## src/design/rqdp_pkg.sv

```systemverilog
// Package for the ring queue with drop and peek.
// Holds field widths, operation codes, controller state codes and control structs.
// No dependencies.
package rqdp_pkg;

    localparam int DEPTH_DEFAULT       = 16;
    localparam int ENTRY_WIDTH_DEFAULT = 32;

    localparam int OP_W     = 3;
    localparam int ENTRY_W  = 32;
    localparam int OFFSET_W = 4;
    localparam int COUNT_W  = 4;

    typedef enum logic [OP_W-1:0] {
        OP_CLEAR     = 3'd0,
        OP_PUSH      = 3'd1,
        OP_PUSH_DROP = 3'd2,
        OP_POP       = 3'd3,
        OP_PEEK      = 3'd4
    } op_t;

    typedef enum logic [1:0] {
        ST_IDLE = 2'b01,
        ST_EXEC = 2'b10
    } state_t;

    typedef struct packed {
        logic capture;
        logic execute;
    } ctrl_cmd_t;

    typedef struct packed {
        logic out_free;
    } ctrl_status_t;

endpackage

```

## src/design/rqdp_item_if.sv

```systemverilog
// Input channel of the ring queue: valid/ready handshake with one operation item.
// Depends on rqdp_pkg for field widths.
interface rqdp_item_if;
    logic                              valid;
    logic                              ready;
    logic [rqdp_pkg::OP_W-1:0]         op;
    logic                              from_newest;
    logic [rqdp_pkg::ENTRY_W-1:0]      entry_in;
    logic [rqdp_pkg::OFFSET_W-1:0]     offset;

    modport source (output valid, output op, output from_newest, output entry_in,
                    output offset, input ready);
    modport sink   (input valid, input op, input from_newest, input entry_in,
                    input offset, output ready);
endinterface

```

## src/design/rqdp_result_if.sv

```systemverilog
// Output channel of the ring queue: valid/ready handshake with one result item.
// Depends on rqdp_pkg for field widths.
interface rqdp_result_if;
    logic                              valid;
    logic                              ready;
    logic                              ok;
    logic [rqdp_pkg::ENTRY_W-1:0]      entry_out;
    logic [rqdp_pkg::COUNT_W-1:0]      count;
    logic                              empty_res;
    logic                              full_res;

    modport source (output valid, output ok, output entry_out, output count,
                    output empty_res, output full_res, input ready);
    modport sink   (input valid, input ok, input entry_out, input count,
                    input empty_res, input full_res, output ready);
endinterface

```

## src/design/rqdp_ctrl.sv

```systemverilog
// Controller of the ring queue: two-state machine that sequences accept and execute.
// Depends on rqdp_pkg for state codes and command/status structs.
module rqdp_ctrl (
    input  logic                  clk,
    input  logic                  rst_n,
    input  logic                  req_valid,
    output logic                  req_ready,
    input  rqdp_pkg::ctrl_status_t status,
    output rqdp_pkg::ctrl_cmd_t   cmd
);

    rqdp_pkg::state_t state_reg;
    rqdp_pkg::state_t state_next;

    always_comb
    begin
        state_next  = state_reg;
        req_ready   = 1'b0;
        cmd.capture = 1'b0;
        cmd.execute = 1'b0;
        unique case (state_reg)
            rqdp_pkg::ST_IDLE:
            begin
                req_ready   = 1'b1;
                cmd.capture = req_valid;
                if (req_valid)
                begin
                    state_next = rqdp_pkg::ST_EXEC;
                end
            end
            rqdp_pkg::ST_EXEC:
            begin
                cmd.execute = status.out_free;
                if (status.out_free)
                begin
                    state_next = rqdp_pkg::ST_IDLE;
                end
            end
            default:
            begin
                state_next = rqdp_pkg::ST_IDLE;
            end
        endcase
    end

    always_ff @(posedge clk or negedge rst_n)
    begin
        if (!rst_n)
        begin
            state_reg <= rqdp_pkg::ST_IDLE;
        end
        else
        begin
            state_reg <= state_next;
        end
    end

endmodule

```

## src/design/rqdp_datapath.sv

```systemverilog
// Datapath of the ring queue: slot memory, head/tail pointers, item and result registers.
// Depends on rqdp_pkg; driven by commands from rqdp_ctrl.
module rqdp_datapath #(
    parameter int DEPTH       = rqdp_pkg::DEPTH_DEFAULT,
    parameter int ENTRY_WIDTH = rqdp_pkg::ENTRY_WIDTH_DEFAULT
) (
    input  logic                              clk,
    input  logic                              rst_n,
    input  rqdp_pkg::ctrl_cmd_t               cmd,
    output rqdp_pkg::ctrl_status_t            status,
    input  logic [rqdp_pkg::OP_W-1:0]         op,
    input  logic                              from_newest,
    input  logic [rqdp_pkg::ENTRY_W-1:0]      entry_in,
    input  logic [rqdp_pkg::OFFSET_W-1:0]     offset,
    input  logic                              rsp_ready,
    output logic                              rsp_valid,
    output logic                              ok,
    output logic [rqdp_pkg::ENTRY_W-1:0]      entry_out,
    output logic [rqdp_pkg::COUNT_W-1:0]      count,
    output logic                              empty_res,
    output logic                              full_res
);

    localparam int IW   = $clog2(DEPTH);
    localparam int AW   = IW + 1;
    localparam int SW   = (ENTRY_WIDTH < rqdp_pkg::ENTRY_W) ? ENTRY_WIDTH : rqdp_pkg::ENTRY_W;
    localparam int CMPW = (IW > rqdp_pkg::OFFSET_W) ? IW : rqdp_pkg::OFFSET_W;
    localparam int CNTW = (IW > rqdp_pkg::COUNT_W) ? IW : rqdp_pkg::COUNT_W;
    localparam logic [AW-1:0] DEPTH_A = AW'(DEPTH);
    localparam logic [IW-1:0] LAST    = IW'(DEPTH - 1);

    logic [SW-1:0] mem [DEPTH];
    logic [SW-1:0] rd_data_reg;

    logic [IW-1:0] head_reg, head_next;
    logic [IW-1:0] tail_reg, tail_next;

    logic [rqdp_pkg::OP_W-1:0]     op_reg;
    logic [SW-1:0]                 entry_reg;
    logic [rqdp_pkg::OFFSET_W-1:0] offset_reg;

    logic                          rsp_valid_reg;
    logic                          ok_reg;
    logic [rqdp_pkg::ENTRY_W-1:0]  entry_out_reg;
    logic [rqdp_pkg::COUNT_W-1:0]  count_reg;
    logic                          empty_reg;
    logic                          full_reg;

    logic [IW-1:0] head_inc, tail_inc;
    logic [AW-1:0] cnt_wide, cnt_after_wide;
    logic [IW-1:0] cnt, cnt_after;
    logic          is_full;
    logic          peek_hit, peek_hit_reg_item;
    logic [IW-1:0] peek_n;
    logic [AW-1:0] pos_old_wide, pos_new_wide;
    logic [IW-1:0] peek_pos, rd_addr;
    logic          wr_en;
    logic          ok_c;
    logic          give_data;
    logic [CNTW-1:0] cnt_after_ext;

    assign head_inc = (head_reg == LAST) ? '0 : head_reg + 1'b1;
    assign tail_inc = (tail_reg == LAST) ? '0 : tail_reg + 1'b1;
    assign is_full  = (tail_inc == head_reg);

    assign cnt_wide = (tail_reg >= head_reg) ? AW'(tail_reg) - AW'(head_reg)
                                             : AW'(tail_reg) + DEPTH_A - AW'(head_reg);
    assign cnt      = cnt_wide[IW-1:0];

    // Slot address for the read issued at the transfer edge
    assign peek_hit     = (offset != '0) && (CMPW'(offset) <= CMPW'(cnt));
    assign peek_n       = peek_hit ? IW'(offset) : IW'(1);
    assign pos_old_wide = AW'(head_reg) + AW'(peek_n);
    assign pos_new_wide = AW'(tail_reg) + DEPTH_A + AW'(1) - AW'(peek_n);

    always_comb
    begin
        if (from_newest)
        begin
            peek_pos = (pos_new_wide >= DEPTH_A) ? IW'(pos_new_wide - DEPTH_A)
                                                 : IW'(pos_new_wide);
        end
        else
        begin
            peek_pos = (pos_old_wide >= DEPTH_A) ? IW'(pos_old_wide - DEPTH_A)
                                                 : IW'(pos_old_wide);
        end
        rd_addr = (op == rqdp_pkg::OP_POP) ? head_inc : peek_pos;
    end

    assign peek_hit_reg_item = (offset_reg != '0) && (CMPW'(offset_reg) <= CMPW'(cnt));

    always_comb
    begin
        head_next = head_reg;
        tail_next = tail_reg;
        ok_c      = 1'b0;
        give_data = 1'b0;
        wr_en     = 1'b0;
        case (op_reg)
            rqdp_pkg::OP_CLEAR:
            begin
                head_next = '0;
                tail_next = '0;
                ok_c      = 1'b1;
            end
            rqdp_pkg::OP_PUSH:
            begin
                if (!is_full)
                begin
                    tail_next = tail_inc;
                    wr_en     = 1'b1;
                    ok_c      = 1'b1;
                end
            end
            rqdp_pkg::OP_PUSH_DROP:
            begin
                if (is_full)
                begin
                    head_next = head_inc;
                end
                tail_next = tail_inc;
                wr_en     = 1'b1;
                ok_c      = 1'b1;
            end
            rqdp_pkg::OP_POP:
            begin
                if (cnt != '0)
                begin
                    head_next = head_inc;
                    ok_c      = 1'b1;
                    give_data = 1'b1;
                end
            end
            rqdp_pkg::OP_PEEK:
            begin
                if (peek_hit_reg_item)
                begin
                    ok_c      = 1'b1;
                    give_data = 1'b1;
                end
            end
            default:
            begin
                ok_c = 1'b0;
            end
        endcase
    end

    assign cnt_after_wide = (tail_next >= head_next) ? AW'(tail_next) - AW'(head_next)
                                                     : AW'(tail_next) + DEPTH_A - AW'(head_next);
    assign cnt_after      = cnt_after_wide[IW-1:0];
    assign cnt_after_ext  = CNTW'(cnt_after);

    assign status.out_free = !rsp_valid_reg || rsp_ready;

    always_ff @(posedge clk)
    begin
        if (cmd.execute && wr_en)
        begin
            mem[tail_inc] <= entry_reg;
        end
        if (cmd.capture)
        begin
            rd_data_reg <= mem[rd_addr];
        end
    end

    always_ff @(posedge clk)
    begin
        if (cmd.capture)
        begin
            op_reg     <= op;
            entry_reg  <= entry_in[SW-1:0];
            offset_reg <= offset;
        end
        if (cmd.execute)
        begin
            ok_reg        <= ok_c;
            entry_out_reg <= give_data ? rqdp_pkg::ENTRY_W'(rd_data_reg) : '0;
            count_reg     <= cnt_after_ext[rqdp_pkg::COUNT_W-1:0];
            empty_reg     <= (cnt_after == '0);
            full_reg      <= (cnt_after == LAST);
        end
    end

    always_ff @(posedge clk or negedge rst_n)
    begin
        if (!rst_n)
        begin
            head_reg      <= '0;
            tail_reg      <= '0;
            rsp_valid_reg <= 1'b0;
        end
        else
        begin
            if (cmd.execute)
            begin
                head_reg      <= head_next;
                tail_reg      <= tail_next;
                rsp_valid_reg <= 1'b1;
            end
            else if (rsp_ready)
            begin
                rsp_valid_reg <= 1'b0;
            end
        end
    end

    assign rsp_valid = rsp_valid_reg;
    assign ok        = ok_reg;
    assign entry_out = entry_out_reg;
    assign count     = count_reg;
    assign empty_res = empty_reg;
    assign full_res  = full_reg;

endmodule

```

## src/design/ring_queue_with_drop_and_peek.sv

```systemverilog
// Top level of the ring queue with drop and peek.
// Depends on rqdp_pkg, rqdp_item_if, rqdp_result_if, rqdp_ctrl and rqdp_datapath.
//
//   channel | dir | modport | payload
//   req     | in  | sink    | op, from_newest, entry_in, offset
//   rsp     | out | source  | ok, entry_out, count, empty_res, full_res
//
// Each operation passes through the accept and execute states: the transfer edge issues the slot read,
// and the execute state loads the result register once that register is free.
// A new operation is taken while the previous result waits in the result register;
// execution holds while that register still carries an untaken result.
// Reset zeroes head and tail; slot contents are undefined until written.
module ring_queue_with_drop_and_peek #(
    parameter int DEPTH       = rqdp_pkg::DEPTH_DEFAULT,
    parameter int ENTRY_WIDTH = rqdp_pkg::ENTRY_WIDTH_DEFAULT
) (
    input  logic          clk,
    input  logic          rst_n,
    rqdp_item_if.sink     req,
    rqdp_result_if.source rsp
);

    rqdp_pkg::ctrl_cmd_t    cmd;
    rqdp_pkg::ctrl_status_t status;

    rqdp_ctrl u_ctrl (
        .clk       (clk),
        .rst_n     (rst_n),
        .req_valid (req.valid),
        .req_ready (req.ready),
        .status    (status),
        .cmd       (cmd)
    );

    rqdp_datapath #(
        .DEPTH       (DEPTH),
        .ENTRY_WIDTH (ENTRY_WIDTH)
    ) u_datapath (
        .clk         (clk),
        .rst_n       (rst_n),
        .cmd         (cmd),
        .status      (status),
        .op          (req.op),
        .from_newest (req.from_newest),
        .entry_in    (req.entry_in),
        .offset      (req.offset),
        .rsp_ready   (rsp.ready),
        .rsp_valid   (rsp.valid),
        .ok          (rsp.ok),
        .entry_out   (rsp.entry_out),
        .count       (rsp.count),
        .empty_res   (rsp.empty_res),
        .full_res    (rsp.full_res)
    );

endmodule

```

## src/flat_wrapper.sv

```systemverilog
// flat-port wrapper written by rule: the top's interface ports become plain ports
module ring_queue_with_drop_and_peek_flat 
#(
    parameter int DEPTH       = rqdp_pkg::DEPTH_DEFAULT,
    parameter int ENTRY_WIDTH = rqdp_pkg::ENTRY_WIDTH_DEFAULT
)
  (clk, rst_n, req_valid, req_op, req_from_newest, req_entry_in, req_offset, req_ready, rsp_valid, rsp_ok, rsp_entry_out, rsp_count, rsp_empty_res, rsp_full_res, rsp_ready);
  rqdp_item_if req_i ();
  rqdp_result_if rsp_i ();
  input  logic clk;
  input  logic rst_n;
  input wire logic [$bits(req_i.valid)-1:0] req_valid;
  input wire logic [$bits(req_i.op)-1:0] req_op;
  input wire logic [$bits(req_i.from_newest)-1:0] req_from_newest;
  input wire logic [$bits(req_i.entry_in)-1:0] req_entry_in;
  input wire logic [$bits(req_i.offset)-1:0] req_offset;
  output wire logic [$bits(req_i.ready)-1:0] req_ready;
  output wire logic [$bits(rsp_i.valid)-1:0] rsp_valid;
  output wire logic [$bits(rsp_i.ok)-1:0] rsp_ok;
  output wire logic [$bits(rsp_i.entry_out)-1:0] rsp_entry_out;
  output wire logic [$bits(rsp_i.count)-1:0] rsp_count;
  output wire logic [$bits(rsp_i.empty_res)-1:0] rsp_empty_res;
  output wire logic [$bits(rsp_i.full_res)-1:0] rsp_full_res;
  input wire logic [$bits(rsp_i.ready)-1:0] rsp_ready;
  assign req_i.valid = req_valid;
  assign req_i.op = req_op;
  assign req_i.from_newest = req_from_newest;
  assign req_i.entry_in = req_entry_in;
  assign req_i.offset = req_offset;
  assign req_ready = req_i.ready;
  assign rsp_valid = rsp_i.valid;
  assign rsp_ok = rsp_i.ok;
  assign rsp_entry_out = rsp_i.entry_out;
  assign rsp_count = rsp_i.count;
  assign rsp_empty_res = rsp_i.empty_res;
  assign rsp_full_res = rsp_i.full_res;
  assign rsp_i.ready = rsp_ready;
  ring_queue_with_drop_and_peek #(.DEPTH(DEPTH), .ENTRY_WIDTH(ENTRY_WIDTH)) u_core (.clk(clk), .rst_n(rst_n), .req(req_i), .rsp(rsp_i));
endmodule
```

## config.mk

```make
export PLATFORM = sky130hd
export DESIGN_NAME = ring_queue_with_drop_and_peek_flat
export DESIGN_NICKNAME = d
export VERILOG_FILES = /design/src/design/rqdp_pkg.sv /design/src/design/rqdp_item_if.sv /design/src/design/rqdp_result_if.sv /design/src/design/rqdp_ctrl.sv /design/src/design/rqdp_datapath.sv /design/src/design/ring_queue_with_drop_and_peek.sv /design/src/flat_wrapper.sv
export SDC_FILE = /design/constraint.sdc
export NUM_CORES = 1
export LEC_CHECK = 0
export ABC_AREA = 1
export BUFFER_PORTS_ARGS = -buffer_cell sky130_fd_sc_hd__buf_4
export CAP_MARGIN = 20
export CORE_AREA = 2 2 255 257
export DETAILED_ROUTE_END_ITERATION = 10
export DIE_AREA = 0 0 257 259
export SYNTH_ARGS = -nofsm -noshare
export SYNTH_HDL_FRONTEND = slang
export SYNTH_SLANG_ARGS = --single-unit
```

## constraint.sdc

```tcl
create_clock -name clk -period 9.6 [get_ports clk]
set_input_delay 1.92 -clock clk [delete_from_list [all_inputs] [get_ports clk]]
set_output_delay 1.92 -clock clk [all_outputs]
set_load 0.01 [all_outputs]
```

==> metrics.md <==
| Metric | Value |
|---|---|
| Synthesized netlist net count | `2,103` |
| Row Count | `93` |
| Mux share of post-synthesis cell area | `0` |
| Vertical die dimension | `roughly 260 um` |
| Crit Reg-Reg Endpoint | `u_core.u_datapath.rd_data_reg[4]$_DFFE_PP_` |
| CTS resizes | `0` |
| DRC violation count after routing | `0` |
| Worst setup path startpoint | `u_core.u_datapath.tail_reg[0]$_DFFE_PN0P_` |
| DP Wirelength | `around 30 mm` |
| Number of vias per cell after detailed routing | `around 5.3` |
| Synth cell types | `43` |
| PortBufs | `84` |
| DRT antenna net count | `0` |
| Max Cap Violations | `0` |
| RSZ-0062 raised after global routing | `false` |
| Startpoint type of the worst setup path | `register` |
| Weighted congestion reported at the end of routability-driven placement | `roughly 0.83` |
| Count of mapped cells out of synthesis | `2,033` |
| Number of global-route vias before repair | `approximately 16,000` |
| Post-route fraction of the period consumed by the critical path | `0.6386` |
| Register name with the most flops | `u_core.u_datapath.mem` |
| Maximum number of buffers from clock root to sink | `3` |
| Postcts setup bufs | `0` |
| Critical Path Fanout Max | `130` |
| Xor and xnor fraction of the mapped netlist area | `0.002986` |
| Net total in the final layout | `approximately 2,200` |
| Worst setup path class | `reg -> reg` |
| I/O Pins | `85` |
| Sort of element at the end of the critical path | `register` |
| Pins over their slew limit | `0` |
| Area share of fa/ha/maj cells after synthesis | `0.01339` |
| Cell type of the slowest stage on the worst timing path | `sky130_fd_sc_hd__inv_6` |
| Maximum number of pins on one net before global-route repair | `170` |
| Number of sinks on the clock net | `633` |
| Most common cell after layout, fill and taps aside | `sky130_fd_sc_hd__nand2_1` |
| Area added between synthesis and finish | `14.35%` |
| Mapped cell area | `0.02598 sq mm` |
| Endpoint of the worst setup timing path | `u_core.u_datapath.rd_data_reg[4]$_DFFE_PP_` |
| Fraction of the yosys area taken by sequential cells | `0.7296` |
| Overall die width | `approximately 260 um` |
| Simple-gate share of the synthesized area | `0.1388` |
| Class of the worst hold path | `reg -> reg` |
| Req. time, crit path | `10.07 ns` |
| Run status | `complete, no violations` |
| Startpoint of the most critical register-to-register path | `u_core.u_datapath.tail_reg[0]$_DFFE_PN0P_` |
| R2r worst-path depth | `26` |
| Fraction of final layout cells with drive strength greater than 1 | `0.1292` |
| Average routed wire per standard cell | `a little over 20 um` |
| Actual transition at the worst max-transition pin | `just over 1 ns` |
| Commonest cells after routing, fill and taps aside | `sky130_fd_sc_hd__nand2_1 (646), sky130_fd_sc_hd__edfxtp_1 (622), sky130_fd_sc_hd__a21oi_1 (135)` |
| Final critical-path setup slack | `3.469 ns` |
| Diodes inserted | `0` |
| Count of hold-fix buffers inserted at cts | `0` |
| Clock tree root driver cell | `sky130_fd_sc_hd__clkbuf_16` |
| Number of storage elements in the synthesis netlist | `about 630` |
| Core ar. | `~0.064 sq mm` |
| Fmax achieved | `0.1631 GHz` |
| Minimum setup slack after placement | `approximately 3 ns` |
| Detailed Route WL | `62.04 mm` |
| Violation count after the first detailed-route iteration | `between 1,000 and 1,500` |
| Clk_skew | `~0.02 ns` |
| Setup slack on the worst flop-to-flop path | `3.47 ns` |
| Number of antenna violations at the first check in global routing | `0` |
| Global-route wire length before repair | `approximately 94 mm` |
| Dominant combinational cell family by area after synthesis | `simple AND/OR/NAND/NOR gates` |
| Clock latency reported for the late side of the worst-skew pair | `roughly 0.60 ns` |
| Setup violators final | `0` |
| Time the final worst path needs with I/O delays and setup | `about 6 ns` |
| Clock tree from TritonCTS | `built` |
| Final global-route overflow total | `0` |
| Final hold viol count | `0` |
| Total negative setup slack | `0 ns` |
| Number of detailed-route iterations in the first pass | `5` |
| Cell count after placement | `slightly below 3,000` |
| Die area | `roughly 0.067 sq mm` |
| Post-synthesis average cell area | `around 13 sq um` |
| Slew headroom | `0.3220` |
| Final cell count without fillers | `~3,000` |
| Starting density of the core | `0.4067` |
| H-tree levels | `3` |
| Total CTS buffers | `68` |
| Maximum cell stage delay along the critical path | `0.88 ns` |
| Total number of vias | `16,010` |
| Total Routing Usage GR | `0.1851` |
| Signal arrival time at the worst endpoint | `6.60 ns` |
| Max FFs per register | `512` |
| Fraction of the mapped netlist area in compound gates | `0.07773` |
| Yosys warnings | `0` |
| Reg clk slew, reported paths | `0.06 ns` |
==> kinds of logic after synthesis <==
family / Yosys count
AOI/OAI and AO/OA: 296
xor gates and xnor gates: 8
adders and majority gates: 26
buffers and inverters: 214
DFF: 633
and+or+nand+nor: 856
==> stage by stage <==
| step | hold slack (ns) | util | instance area, sq um |
|---|---|---|---|
| 2_1_floorplan | 0.4521 | - | 25980 |
| 3_3_place_gp | 0.4668 | 0.4300 | 27470 |
| 3_5_place_dp | 0.4844 | 0.4300 | 27470 |
| 4_1_cts | 0.4905 | 0.4650 | 29710 |
| 5_1_grt | 0.5303 | 0.4650 | 29710 |
| 6_report | 0.4893 | 0.4650 | 29710 |
==> Yosys cell counts <==
master                      instances  area share
sky130_fd_sc_hd__xnor2_1            3      0.0010
sky130_fd_sc_hd__ha_1              23       0.011
sky130_fd_sc_hd__o21ai_2            1     0.00034
sky130_fd_sc_hd__edfxtp_1         622        0.72
sky130_fd_sc_hd__clkbuf_1          46      0.0066
sky130_fd_sc_hd__buf_1              7      0.0010
sky130_fd_sc_hd__nand2_4            6      0.0026
sky130_fd_sc_hd__xnor2_2            1     0.00063
sky130_fd_sc_hd__nand4_1            4     0.00096
sky130_fd_sc_hd__dfstp_2            1      0.0010
sky130_fd_sc_hd__o32ai_1            3      0.0010
sky130_fd_sc_hd__a31oi_2            1     0.00048
sky130_fd_sc_hd__a21oi_2            1     0.00034
sky130_fd_sc_hd__o21ai_0           11      0.0021
sky130_fd_sc_hd__o21bai_1           1     0.00029
sky130_fd_sc_hd__buf_12             1     0.00077
sky130_fd_sc_hd__inv_1             90       0.013
sky130_fd_sc_hd__nand2_1          647       0.093
sky130_fd_sc_hd__a31oi_1            2     0.00048
sky130_fd_sc_hd__clkbuf_4           3     0.00087
sky130_fd_sc_hd__xor2_1             4      0.0013
sky130_fd_sc_hd__nand3b_1           2     0.00058
sky130_fd_sc_hd__nand3_2           27       0.010
sky130_fd_sc_hd__a21oi_1          135       0.026
sky130_fd_sc_hd__o22ai_1            1     0.00024
sky130_fd_sc_hd__buf_8              3      0.0017
sky130_fd_sc_hd__o211ai_1           4      0.0012
sky130_fd_sc_hd__fa_1               3      0.0023
sky130_fd_sc_hd__a32oi_1          128       0.043
sky130_fd_sc_hd__nand3_1           87       0.017
sky130_fd_sc_hd__inv_2              7      0.0010
sky130_fd_sc_hd__a41oi_2            1     0.00063
sky130_fd_sc_hd__buf_6              6      0.0026
sky130_fd_sc_hd__nor2_4             1     0.00043
sky130_fd_sc_hd__o21ai_1            6      0.0012
sky130_fd_sc_hd__nand4_4            1     0.00082
sky130_fd_sc_hd__and2_1             2     0.00048
sky130_fd_sc_hd__nor2_1            65      0.0094
sky130_fd_sc_hd__o2111ai_1          1     0.00034
sky130_fd_sc_hd__nor3_1             9      0.0017
sky130_fd_sc_hd__nand2_2            5      0.0012
sky130_fd_sc_hd__buf_2             51      0.0098
sky130_fd_sc_hd__dfrtp_1           10      0.0096
==> worst min-delay path by stage <==
stage | startpoint | end | slack (ns) | cells past startpoint
final | u_core.u_ctrl.state_reg[1]$_DFFE_PN0P_ | u_core.u_ctrl.state_reg[0]$_DFFE_PN1P_ | 0.49 | 1
after global routing | u_core.u_ctrl.state_reg[1]$_DFFE_PN0P_ | u_core.u_ctrl.state_reg[0]$_DFFE_PN1P_ | 0.53 | 1
after CTS | u_core.u_ctrl.state_reg[1]$_DFFE_PN0P_ | u_core.u_ctrl.state_reg[0]$_DFFE_PN1P_ | 0.49 | 1
after detailed placement | u_core.u_ctrl.state_reg[1]$_DFFE_PN0P_ | u_core.u_ctrl.state_reg[0]$_DFFE_PN1P_ | 0.48 | 1
after global placement | u_core.u_ctrl.state_reg[1]$_DFFE_PN0P_ | u_core.u_ctrl.state_reg[0]$_DFFE_PN1P_ | 0.47 | 1
after floorplan | u_core.u_ctrl.state_reg[1]$_DFFE_PN0P_ | u_core.u_ctrl.state_reg[0]$_DFFE_PN1P_ | 0.45 | 1
==> worst max-delay path: cells and delay by family (launching register included) <==
| family | cells | cell delay [ns] |
|---|---|---|
| adders and majority gates | 4 | 1.23 |
| buffers and inverters | 7 | 2.07 |
| and+or+nand+nor | 12 | 1.37 |
| DFF | 1 | 0.47 |
| AOI/OAI and AO/OA | 3 | 0.61 |
==> area by class of cell <==
type | instances | area [sq um]
sequential | 633 | 18950
fill | 5572 | 34170
inverter | 97 | 369.1
multi-input combinational | 1186 | 6213
tap | 855 | 1070
timing repair buffer | 113 | 860.8
clock inverter | 36 | 404.1
clock buffer | 87 | 1837
==> metal layers <==
layer / share of wire / global-route usage / vias to the layer above
met1: 0.44 / 0.2459 / 7969
met2: 0.48 / 0.3071 / 464
li1: - / - / 7477
met3: 0.055 / 0.02939 / 98
met4: 0.026 / 0.07090 / 0
met5: 0 / 0 / -
Power is not shown: default switching activity piles up to over one toggle a cycle in this logic, so the estimate is an artifact.
